**config.mk**
```make
export PLATFORM = sky130hd
export DESIGN_NAME = region_to_section_table_generator_flat
export DESIGN_NICKNAME = d
export VERILOG_FILES = /design/src/rtsg_pkg.sv /design/src/rtsg_stream_if.sv /design/src/rtsg_region_file.sv /design/src/rtsg_result_logic.sv /design/src/region_to_section_table_generator.sv /design/src/flat_wrapper.sv
export VERILOG_INCLUDE_DIRS = /design/src /design/src/src
export SDC_FILE = /design/constraint.sdc
export NUM_CORES = 1
export LEC_CHECK = 0
export BUFFER_PORTS_ARGS = -buffer_cell sky130_fd_sc_hd__clkbuf_2
export CORE_ASPECT_RATIO = 1.1
export CORE_UTILIZATION = 59
export CTS_BUF_LIST = sky130_fd_sc_hd__clkbuf_4
export DETAILED_ROUTE_END_ITERATION = 12
export GPL_ROUTABILITY_DRIVEN = 1
export GPL_TIMING_DRIVEN = 1
export PLACE_DENSITY = 0.8
export SLEW_MARGIN = 15
export SYNTH_ARGS = -nofsm -noshare
export SYNTH_HDL_FRONTEND = slang
export SYNTH_SLANG_ARGS = --single-unit
```
**constraint.sdc**
```tcl
create_clock -name clk -period 3.6 [get_ports clk]
set_input_delay 0.18 -clock clk [delete_from_list [all_inputs] [get_ports clk]]
set_output_delay 0.18 -clock clk [all_outputs]
set_load 0.02 [all_outputs]
```
**src/assert_macros.svh**
```systemverilog
// ----------------------------------------------------------------------------
// assert_macros.svh
// Assertion helpers shared by the region-to-section table generator RTL.
// ----------------------------------------------------------------------------
`ifndef ASSERT_MACROS_SVH
`define ASSERT_MACROS_SVH

// Same-cycle implication, disabled while reset is asserted.
`define ASSERT_IMPL(lbl, clk, rst_n, a, b, msg) \
    lbl: assert property (@(posedge clk) disable iff (!rst_n) (a) |-> (b)) \
        else $error(msg);

// Next-cycle implication, disabled while reset is asserted.
`define ASSERT_NEXT(lbl, clk, rst_n, a, b, msg) \
    lbl: assert property (@(posedge clk) disable iff (!rst_n) (a) |=> (b)) \
        else $error(msg);

`endif

```
**src/rtsg_pkg.sv**
```systemverilog
// ----------------------------------------------------------------------------
// rtsg_pkg
// Types, constants and the section match function of the table generator.
// ----------------------------------------------------------------------------
package rtsg_pkg;

    localparam int NUM_REGIONS_DEF = 8;
    localparam int WORD_W          = 32;
    localparam int REGION_NUM_W    = 3;
    localparam int ENTRY_W         = 12;
    localparam int SIZE_W          = 5;
    localparam int START_LSB       = 20;
    localparam int SIZE_LSB        = 12;

    localparam logic [SIZE_W-1:0] SIZE_ONE_SECTION_MAX = SIZE_W'(18);
    localparam logic [SIZE_W-1:0] SIZE_SECTION_BASE    = SIZE_W'(19);
    localparam logic [WORD_W-1:0] ATTR_MASK            = 32'h0000_0dff;
    localparam logic [WORD_W-1:0] FIXED_BITS           = 32'h0000_0012;

    typedef enum logic [1:0] {
        KIND_REGION_READ  = 2'd0,
        KIND_REGION_WRITE = 2'd1,
        KIND_TABLE_READ   = 2'd2
    } kind_t;

    typedef struct packed {
        kind_t                   kind;
        logic [REGION_NUM_W-1:0] region_number;
        logic [ENTRY_W-1:0]      entry_index;
        logic [WORD_W-1:0]       write_data;
    } req_t;

    typedef struct packed {
        logic [WORD_W-1:0] read_data;
    } rsp_t;

    typedef struct packed {
        logic                    en;
        logic [REGION_NUM_W-1:0] region_number;
        logic [WORD_W-1:0]       data;
    } region_wr_t;

    // True when section 'entry' lies inside the span of region word 'word'.
    function automatic logic section_hit(input logic [WORD_W-1:0] word,
                                         input logic [ENTRY_W-1:0] entry);
        logic [SIZE_W-1:0]  code;
        logic [ENTRY_W-1:0] start;
        logic [ENTRY_W-1:0] diff;
        logic [SIZE_W-1:0]  shift;
        logic               ge;
        code  = word[SIZE_LSB +: SIZE_W];
        start = word[START_LSB +: ENTRY_W];
        diff  = entry - start;
        ge    = (entry >= start);
        shift = code - SIZE_SECTION_BASE;
        if (code <= SIZE_ONE_SECTION_MAX)
        begin
            return ge && (diff == '0);
        end
        // Span of 1 << shift sections: offset must have no bits at or above shift.
        return ge && ((diff >> shift) == '0);
    endfunction

endpackage

```
**src/rtsg_stream_if.sv**
```systemverilog
// ----------------------------------------------------------------------------
// rtsg_stream_if
// Valid/ready channel carrying one payload per transfer.
// ----------------------------------------------------------------------------
interface rtsg_stream_if #(
    parameter type data_t = logic
);
    logic  valid;
    logic  ready;
    data_t data;

    modport source (output valid, output data, input ready);
    modport sink   (input valid, input data, output ready);
endinterface

```
**src/rtsg_region_file.sv**
```systemverilog
// ----------------------------------------------------------------------------
// rtsg_region_file
// Region register storage with one write port; all words visible in parallel.
// ----------------------------------------------------------------------------
module rtsg_region_file #(
    parameter int NUM_REGIONS = rtsg_pkg::NUM_REGIONS_DEF
) (
    input  logic                          clk,
    input  logic                          rst_n,
    input  rtsg_pkg::region_wr_t          wr,
    output logic [rtsg_pkg::WORD_W-1:0]   words [NUM_REGIONS]
);
    import rtsg_pkg::*;

    logic [WORD_W-1:0] words_reg [NUM_REGIONS];

    always_ff @(posedge clk or negedge rst_n)
    begin
        if (!rst_n)
        begin
            for (int r = 0; r < NUM_REGIONS; r++)
            begin
                words_reg[r] <= '0;
            end
        end
        else
        begin
            for (int r = 0; r < NUM_REGIONS; r++)
            begin
                // region numbers without a register are dropped
                if (wr.en && (int'(wr.region_number) == r))
                begin
                    words_reg[r] <= wr.data;
                end
            end
        end
    end

    assign words = words_reg;

endmodule

```
**src/rtsg_result_logic.sv**
```systemverilog
// ----------------------------------------------------------------------------
// rtsg_result_logic
// Register read mux and section descriptor lookup over all regions.
// ----------------------------------------------------------------------------
module rtsg_result_logic #(
    parameter int NUM_REGIONS = rtsg_pkg::NUM_REGIONS_DEF
) (
    input  rtsg_pkg::req_t                item,
    input  logic [rtsg_pkg::WORD_W-1:0]   words [NUM_REGIONS],
    output rtsg_pkg::rsp_t                result
);
    import rtsg_pkg::*;

    logic [WORD_W-1:0] reg_val;
    logic [WORD_W-1:0] table_val;

    always_comb
    begin
        reg_val   = '0;
        table_val = '0;
        for (int r = 0; r < NUM_REGIONS; r++)
        begin
            if (int'(item.region_number) == r)
            begin
                reg_val = words[r];
            end
            // later regions override earlier ones
            if (section_hit(words[r], item.entry_index))
            begin
                table_val = {item.entry_index, START_LSB'(0)}
                          | (words[r] & ATTR_MASK) | FIXED_BITS;
            end
        end
    end

    always_comb
    begin
        case (item.kind)
            KIND_REGION_READ:  result.read_data = reg_val;
            KIND_TABLE_READ:   result.read_data = table_val;
            default:           result.read_data = '0;
        endcase
    end

endmodule

```
**src/region_to_section_table_generator.sv**
```systemverilog
// ----------------------------------------------------------------------------
// region_to_section_table_generator
// Region registers plus a computed 4096-entry table of 1 MB section words.
// ----------------------------------------------------------------------------
// Usage:
//   req  - one bus access per transfer: region read, region write, or a read
//          of one section table word (kind, region_number, entry_index,
//          write_data).
//   rsp  - one read_data transfer per access, in order; 0 for writes and for
//          unused kinds.
//   Pipeline: a request lands in the input register when it transfers; its
//          result then loads the result register as the access leaves the
//          input register; that register drives rsp.valid and rsp.data.
//   Throughput: one access per cycle while rsp.ready holds high; the range
//          compare over all region registers is combinational between stages.
//   Writes take effect as the access leaves the input register, so a read
//          right behind a write sees the new value.
//   Reset: all region registers clear to zero, both stages empty.
//   Stall: while rsp.ready is low the result register holds; the input
//          register still takes one more access, then req.ready drops.
// ----------------------------------------------------------------------------
`include "assert_macros.svh"

module region_to_section_table_generator #(
    parameter int NUM_REGIONS = rtsg_pkg::NUM_REGIONS_DEF
) (
    input  logic         clk,
    input  logic         rst_n,
    rtsg_stream_if.sink   req,
    rtsg_stream_if.source rsp
);
    import rtsg_pkg::*;

    // Stage 1: input register
    logic  s1_valid_reg;
    logic  s1_valid_next;
    req_t  s1_item_reg;

    // Stage 2: result register
    logic  out_valid_reg;
    logic  out_valid_next;
    rsp_t  out_item_reg;

    logic  out_adv;     // result register may load
    logic  s1_adv;      // access moves from input to result register
    logic  in_xfer;     // request transfer this cycle

    region_wr_t        wr;
    logic [WORD_W-1:0] words [NUM_REGIONS];
    rsp_t              result;

    assign out_adv   = !out_valid_reg || rsp.ready;
    assign s1_adv    = s1_valid_reg && out_adv;
    assign req.ready = !s1_valid_reg || out_adv;
    assign in_xfer   = req.valid && req.ready;

    assign s1_valid_next  = in_xfer || (s1_valid_reg && !out_adv);
    assign out_valid_next = out_adv ? s1_valid_reg : out_valid_reg;

    // Region write is committed as the access retires from stage 1
    assign wr.en            = s1_adv && (s1_item_reg.kind == KIND_REGION_WRITE);
    assign wr.region_number = s1_item_reg.region_number;
    assign wr.data          = s1_item_reg.write_data;

    rtsg_region_file #(
        .NUM_REGIONS (NUM_REGIONS)
    ) u_region_file (
        .clk   (clk),
        .rst_n (rst_n),
        .wr    (wr),
        .words (words)
    );

    rtsg_result_logic #(
        .NUM_REGIONS (NUM_REGIONS)
    ) u_result_logic (
        .item   (s1_item_reg),
        .words  (words),
        .result (result)
    );

    always_ff @(posedge clk or negedge rst_n)
    begin
        if (!rst_n)
        begin
            s1_valid_reg  <= 1'b0;
            out_valid_reg <= 1'b0;
        end
        else
        begin
            s1_valid_reg  <= s1_valid_next;
            out_valid_reg <= out_valid_next;
        end
    end

    // Payload registers, no reset needed
    always_ff @(posedge clk)
    begin
        if (in_xfer)
        begin
            s1_item_reg <= req.data;
        end
        if (s1_adv)
        begin
            out_item_reg <= result;
        end
    end

    assign rsp.valid = out_valid_reg;
    assign rsp.data  = out_item_reg;

    // An access leaving stage 1 must show up as a pending result
    `ASSERT_NEXT(a_adv_fills_out, clk, rst_n, s1_adv, out_valid_reg,
                 "retired access did not reach result register")
    // Writes always answer with zero
    `ASSERT_NEXT(a_write_zero, clk, rst_n, wr.en, out_item_reg.read_data == '0,
                 "region write produced nonzero read_data")
    // An empty input register never blocks the request side
    `ASSERT_IMPL(a_empty_ready, clk, rst_n, !s1_valid_reg, req.ready,
                 "input register empty but req not ready")
    // A stalled result with a full input register must back-pressure
    `ASSERT_IMPL(a_full_stall, clk, rst_n, s1_valid_reg && out_valid_reg && !rsp.ready,
                 !req.ready, "request taken while both stages are full")

endmodule

```
**src/flat_wrapper.sv**
```systemverilog
// flat-port wrapper written by rule: the top's interface ports become plain ports
module region_to_section_table_generator_flat import rtsg_pkg::*;
#(
    parameter int NUM_REGIONS = rtsg_pkg::NUM_REGIONS_DEF
)
  (clk, rst_n, req_valid, req_data, req_ready, rsp_valid, rsp_data, rsp_ready);
  rtsg_stream_if #(.data_t(req_t)) req_i ();
  rtsg_stream_if #(.data_t(rsp_t)) rsp_i ();
  input  logic clk;
  input  logic rst_n;
  input wire logic [$bits(req_i.valid)-1:0] req_valid;
  input wire logic [$bits(req_i.data)-1:0] req_data;
  output wire logic [$bits(req_i.ready)-1:0] req_ready;
  output wire logic [$bits(rsp_i.valid)-1:0] rsp_valid;
  output wire logic [$bits(rsp_i.data)-1:0] rsp_data;
  input wire logic [$bits(rsp_i.ready)-1:0] rsp_ready;
  assign req_i.valid = req_valid;
  assign req_i.data = req_data;
  assign req_ready = req_i.ready;
  assign rsp_valid = rsp_i.valid;
  assign rsp_data = rsp_i.data;
  assign rsp_i.ready = rsp_ready;
  region_to_section_table_generator #(.NUM_REGIONS(NUM_REGIONS)) u_core (.clk(clk), .rst_n(rst_n), .req(req_i), .rsp(rsp_i));
endmodule
```
; After elaboration in Yosys (flattened, before gate mapping)
; Cells that the tools add are included.
[word_totals]
ff_bits = 339
inputBits = 53
out_inout_bits = 34
elab_cells = 165
[op_classes]
addsub = 16
magnitude_cmp = 16
n_eq_ne = 9
shift = 8
mux = 41
bitwise = 8
n_reduce_logical = 52
[ops]
columns = cell, n
row1 = 32-bit two-way mux, 16
row2 = 32-bit by 12-bit bitwise OR with 32-bit output, 8
row3 = 12-bit logical NOT, 16
row4 = 12-bit greater-or-equal comparator, 8
row5 = 12-bit by 5-bit right shift with 12-bit output, 8
row6 = 12-bit subtractor, 8
row7 = 32-bit one-hot mux with 2 select lines, 1
row8 = 5-bit less-or-equal comparator (second input constant), 8
row9 = 5-bit subtractor (second input constant), 8
row10 = 1-bit logical AND, 28
row11 = 1-bit two-way mux, 24
row12 = 3-bit equality test (second input constant), 4
row13 = 3-bit by 2-bit equality test with 1-bit output (second input constant), 2
row14 = 3-bit by 1-bit equality test with 1-bit output (second input constant), 1
row15 = 1-bit logical NOT, 3
row16 = 3-bit logical NOT, 1
row17 = 1-bit logical OR, 3
row18 = 2-bit by 1-bit equality test with 1-bit output (second input constant), 1
row19 = 2-bit equality test (second input constant), 1
row20 = 2-bit logical NOT, 1

; Logic depth before layout (Yosys ltp)
[depth]
ltp_word = 14
depth_mapped = 17
ltp_nobuf = 15

; By module
; From an unflattened synthesis, not the netlist that was laid out.
[hier_totals]
hier_cells = 2215
hier_area_um2 = 23087.1
[by_module_without_submodules]
columns = mod, instances, cells_each, area_per_inst_um2, seq_area_each_um2
row1 = rtsg_result_logic, 1, 1574, 10935.5, 0.0
row2 = rtsg_region_file, 1, 551, 9620.5, 6406.1
row3 = region_to_section_table_generator, 1, 90, 2531.2, 2482.4

; Least setup slack after synthesis
; OpenSTA, ideal clock, no wires.
[synth_path]
path_kind = reg2reg
from = reg u_core.s1_item_reg[33] (netlist bit)
to = reg u_core.out_item_reg, in the netlist u_core.rsp.data[0], data pin
setup_ns = 0.256
arrival_time_ns = 3.662
required_time_ns = 3.344
slack_ns = -0.317
stages_incl_launch_ff = 14
n_path_buf = 1
synth_period_minus_slack_ns = 3.917
path_cell_list = edfxtp_1 fa_1 a211oi_2 o21ai_1 and2_4 xor2_1 or2_1 o41ai_2 and4_4 buf_6 nor4_4 a221o_1 a311o_1 a41o_1
[synth_lines]
columns = item, line_no
row1 = start: declaration, region_to_section_table_generator.sv:37  ; req_t s1_item_reg;
row2 = start signal: assignment, region_to_section_table_generator.sv:101  ; s1_item_reg <= req.data;
row3 = end signal: assignment, region_to_section_table_generator.sv:105  ; out_item_reg <= result;
row4 = end: declaration, region_to_section_table_generator.sv:42  ; rsp_t out_item_reg;

==> results.md <==
- Status: complete, but fails checks
- Failing checks: capacitance limit, slew limit, setup timing
- Drc violations: 0
- Cells after Synth: 2155
- Area of the core: 37200 µm²
- Number of global-route vias before repair: 21500
- Final Critical Period: 4.12 ns
- Antenna-violating nets left: 0
- Syn Area/Cell: 10.3 µm²
- Area leader, netlist: dfrtp_1
- P_leak: 0.0127 µW
- RSZ-0062 raised after global routing: true
- Antenna violations before repair: 5
- Clock sinks: 339
- Period utilization: 115%
- Fin. Hold Viols: 0
- Register area share after synthesis: 39.9%
- Worst hold-check path type: in -> async
- Die width: 187 µm
- Synth warn: 0
- Unique masters post-synth: 100
- Syn Nets: 2328
- Area share of the largest cell type after synthesis: 28.9%
- Slew margin rel.: -4.69%
- DR vias/cell: 6.60
- Async set-reset flop share out of synthesis: 76.1%
- # fillers: 2511
- Share of cells above drive strength 1: 35.8%
- Arrival time worst endpoint: 4.68 ns
- Chip height: 206 µm
- H-tree level count: 3
- Largest net degree at the start of global routing: 127
- CP Class: reg -> reg
- Worst skew pair latency: 0.83 ns
- Number of CTS-inserted buffers: 89
- Max reg flops: 256
- Starting Density: 59.9%
- Max Buffers Root-to-Sink: 3
- Root Buffer: clkbuf_4
- Crit path required time: 4.15 ns
- Setup violations, final: 23
- Power, Total: 16700 µW
- Max cap viols: 1
- Nets: 2834
- Grt total ovfl: 0
- Commonest cells post-synth: 258 x dfrtp_1, 220 x mux2_2, 143 x inv_1
- Area delta synth->final: 26.2%
- Synth area leaders: dfrtp_1 29%, mux2_2 11%, edfxtp_1 11%
- Cell with the most instances after synthesis: dfrtp_1
- Ports: 87
- Min setup slack post-route: -0.523 ns
- Die Area: 38600 µm²
- Crit end category: flip-flop
- Detailed Routing Iterations Pass 1: 6
- Worst Clk Skew: 0.0708 ns
- CTS tree: built
- Highest clock rate: 243 MHz
- Routability congestion estimate: 0.994
- R2R Setup Slk: -0.52 ns
- 1st-iter DRT viols: 2278
- Slew Viols, Final: 3
- Final Cell Area: 28100 µm²
- Clock slew at reported path FFs: 0.07 ns
- First-pass GRT wire length: 117000 µm
- Vias: 21300
- PortBufs: 86
- EDFF count, synth: 81
- Post-DR wirelength/cell: 23.7 µm
- Synth Register Bits: 339
- Critical-path maximum fanout: 6
- Drt total wl: 76700 µm
- Worst-margin pin slew: 1.57 ns
- Rows: 74
- Placed inst area: 25800 µm²
- Startpoint types: flip-flop
- PD cells: 594 nW/µm²
- Peak VDD IR: 0.393 mV
- All-layer global routing usage: 39.3%
- Syn Std Cell Area: 22300 µm²
- Top FF cell, synth: dfrtp_1
- Hpwl dp: 53700 µm
final cells by class:
cell class	count	area (µm²)	area share (%)
Timing Repair Buffer	518	4030	14.3
Clock buffer	130	976	3.47
Inverter	145	547	1.94
Tap cell	494	618	2.20
Clock inverter	30	139	0.493
Antenna cell	7	17.5	0.0622
Sequential cell	339	8890	31.6
Multi-Input combinational cell	1568	12900	46.0
critical path, stage by stage (launching register included):
cell	delay, ns
edfxtp_1	0.41
inv_4	0.12
buf_12	0.12
buf_12	0.11
ha_4	0.12
inv_2	0.04
fa_2	0.36
a211oi_2	0.21
o21a_1	0.22
o211a_1	0.18
nor3_2	0.06
or3_4	0.36
or2_1	0.22
o32a_1	0.28
o31a_1	0.20
nor4b_4	0.35
buf_6	0.20
nand2b_1	0.08
a41o_1	0.25
cells by family (layout without fill, tap and decap cells):
group / count (synthesis) / after routing / share of synthesized area (%)
compound gates: 597 / 597 / 19.3
xor+xnor: 60 / 60 / 2.36
fa+ha+maj: 120 / 120 / 7.00
buf+inv: 248 / 823 / 4.35
flops: 339 / 339 / 39.9
mux: 269 / 269 / 15.1
other cells: 0 / 7 / 0
simple gates: 522 / 522 / 12.1
through the flow:
step | utilization (%) | setup slack [ns] | cells | hold slack (ns) | setup TNS, ns
CTS | 74.6 | -0.460 | 3214 | 0.0170 | -9.12
floorplan | - | -0.215 | 2155 | -0.116 | -2.55
finish | 75.6 | -0.523 | 3231 | 0.0513 | -10.19
global route | 75.6 | -0.631 | 3229 | 0.0448 | -13.50
detailed placement | 69.2 | -0.724 | 2985 | 0.358 | -12.90
global placement | 69.2 | -0.632 | 2985 | 0.340 | -11.22
placed cells by master, fill, tap and decap left out, types with 22 or more instances in the layout:
master         instances
mux4_2                32
o21ai_0               97
nor2b_1               28
nand4_1               22
a21oi_1               72
inv_1                140
nand2b_1              39
nand3_1               39
o22ai_1               53
edfxtp_1              81
ha_1                 106
buf_4                357
o21a_1                30
mux2_2               220
a22o_1                30
clkbuf_4             130
nand2_1              107
dlygate4sd3_1         53
xnor2_1               36
dfrtp_1              258
nor2_1               135
clkbuf_2              85
nor3_1                32
metal layers:
layer / up-vias / GRT usage [%] / part of all wire [%]
li1: 9222 / - / -
met1: 10300 / 47.9 / 36
met2: 1391 / 63.4 / 46
met3: 397 / 9.08 / 10
met4: 2 / 24.7 / 6.6
met5: - / 0 / 0.10
worst paths after layout:
path	from	to	cells after the start
worst min-delay path	rst_n	u_core.u_region_file.words[241]	2
worst min register to register	u_core.u_region_file.words[196]	u_core.u_region_file.words[196]	1
max in group asynchronous	rst_n	u_core.u_region_file.words[109]	3
min in group clk	req_data[17]	u_core.s1_item_reg[17]	2
worst max-delay path	u_core.s1_item_reg[32]	u_core.rsp.data[10]	18
worst max register to register	u_core.s1_item_reg[32]	u_core.rsp.data[10]	18
power breakdown:
| part | internal, µW | switching (µW) |
|---|---|---|
| combinational | 3870 | 4070 |
| clock | 1670 | 1680 |
| sequential | 4690 | 749 |
| total | 10200 | 6500 |
what timing repair did:
action | 4_1_cts | 5_1_grt
endpoints found under the setup margin | 23 | 23
cloned | 0 | 1
setup buffers | 16 | 9
pin swaps | 25 | 25
gates resized for setup | 44 | 60
endpoints found under the hold margin | 173 | 0
hold buffers | 53 | 0
No activity file was read; power rests on OpenSTA's default activity.
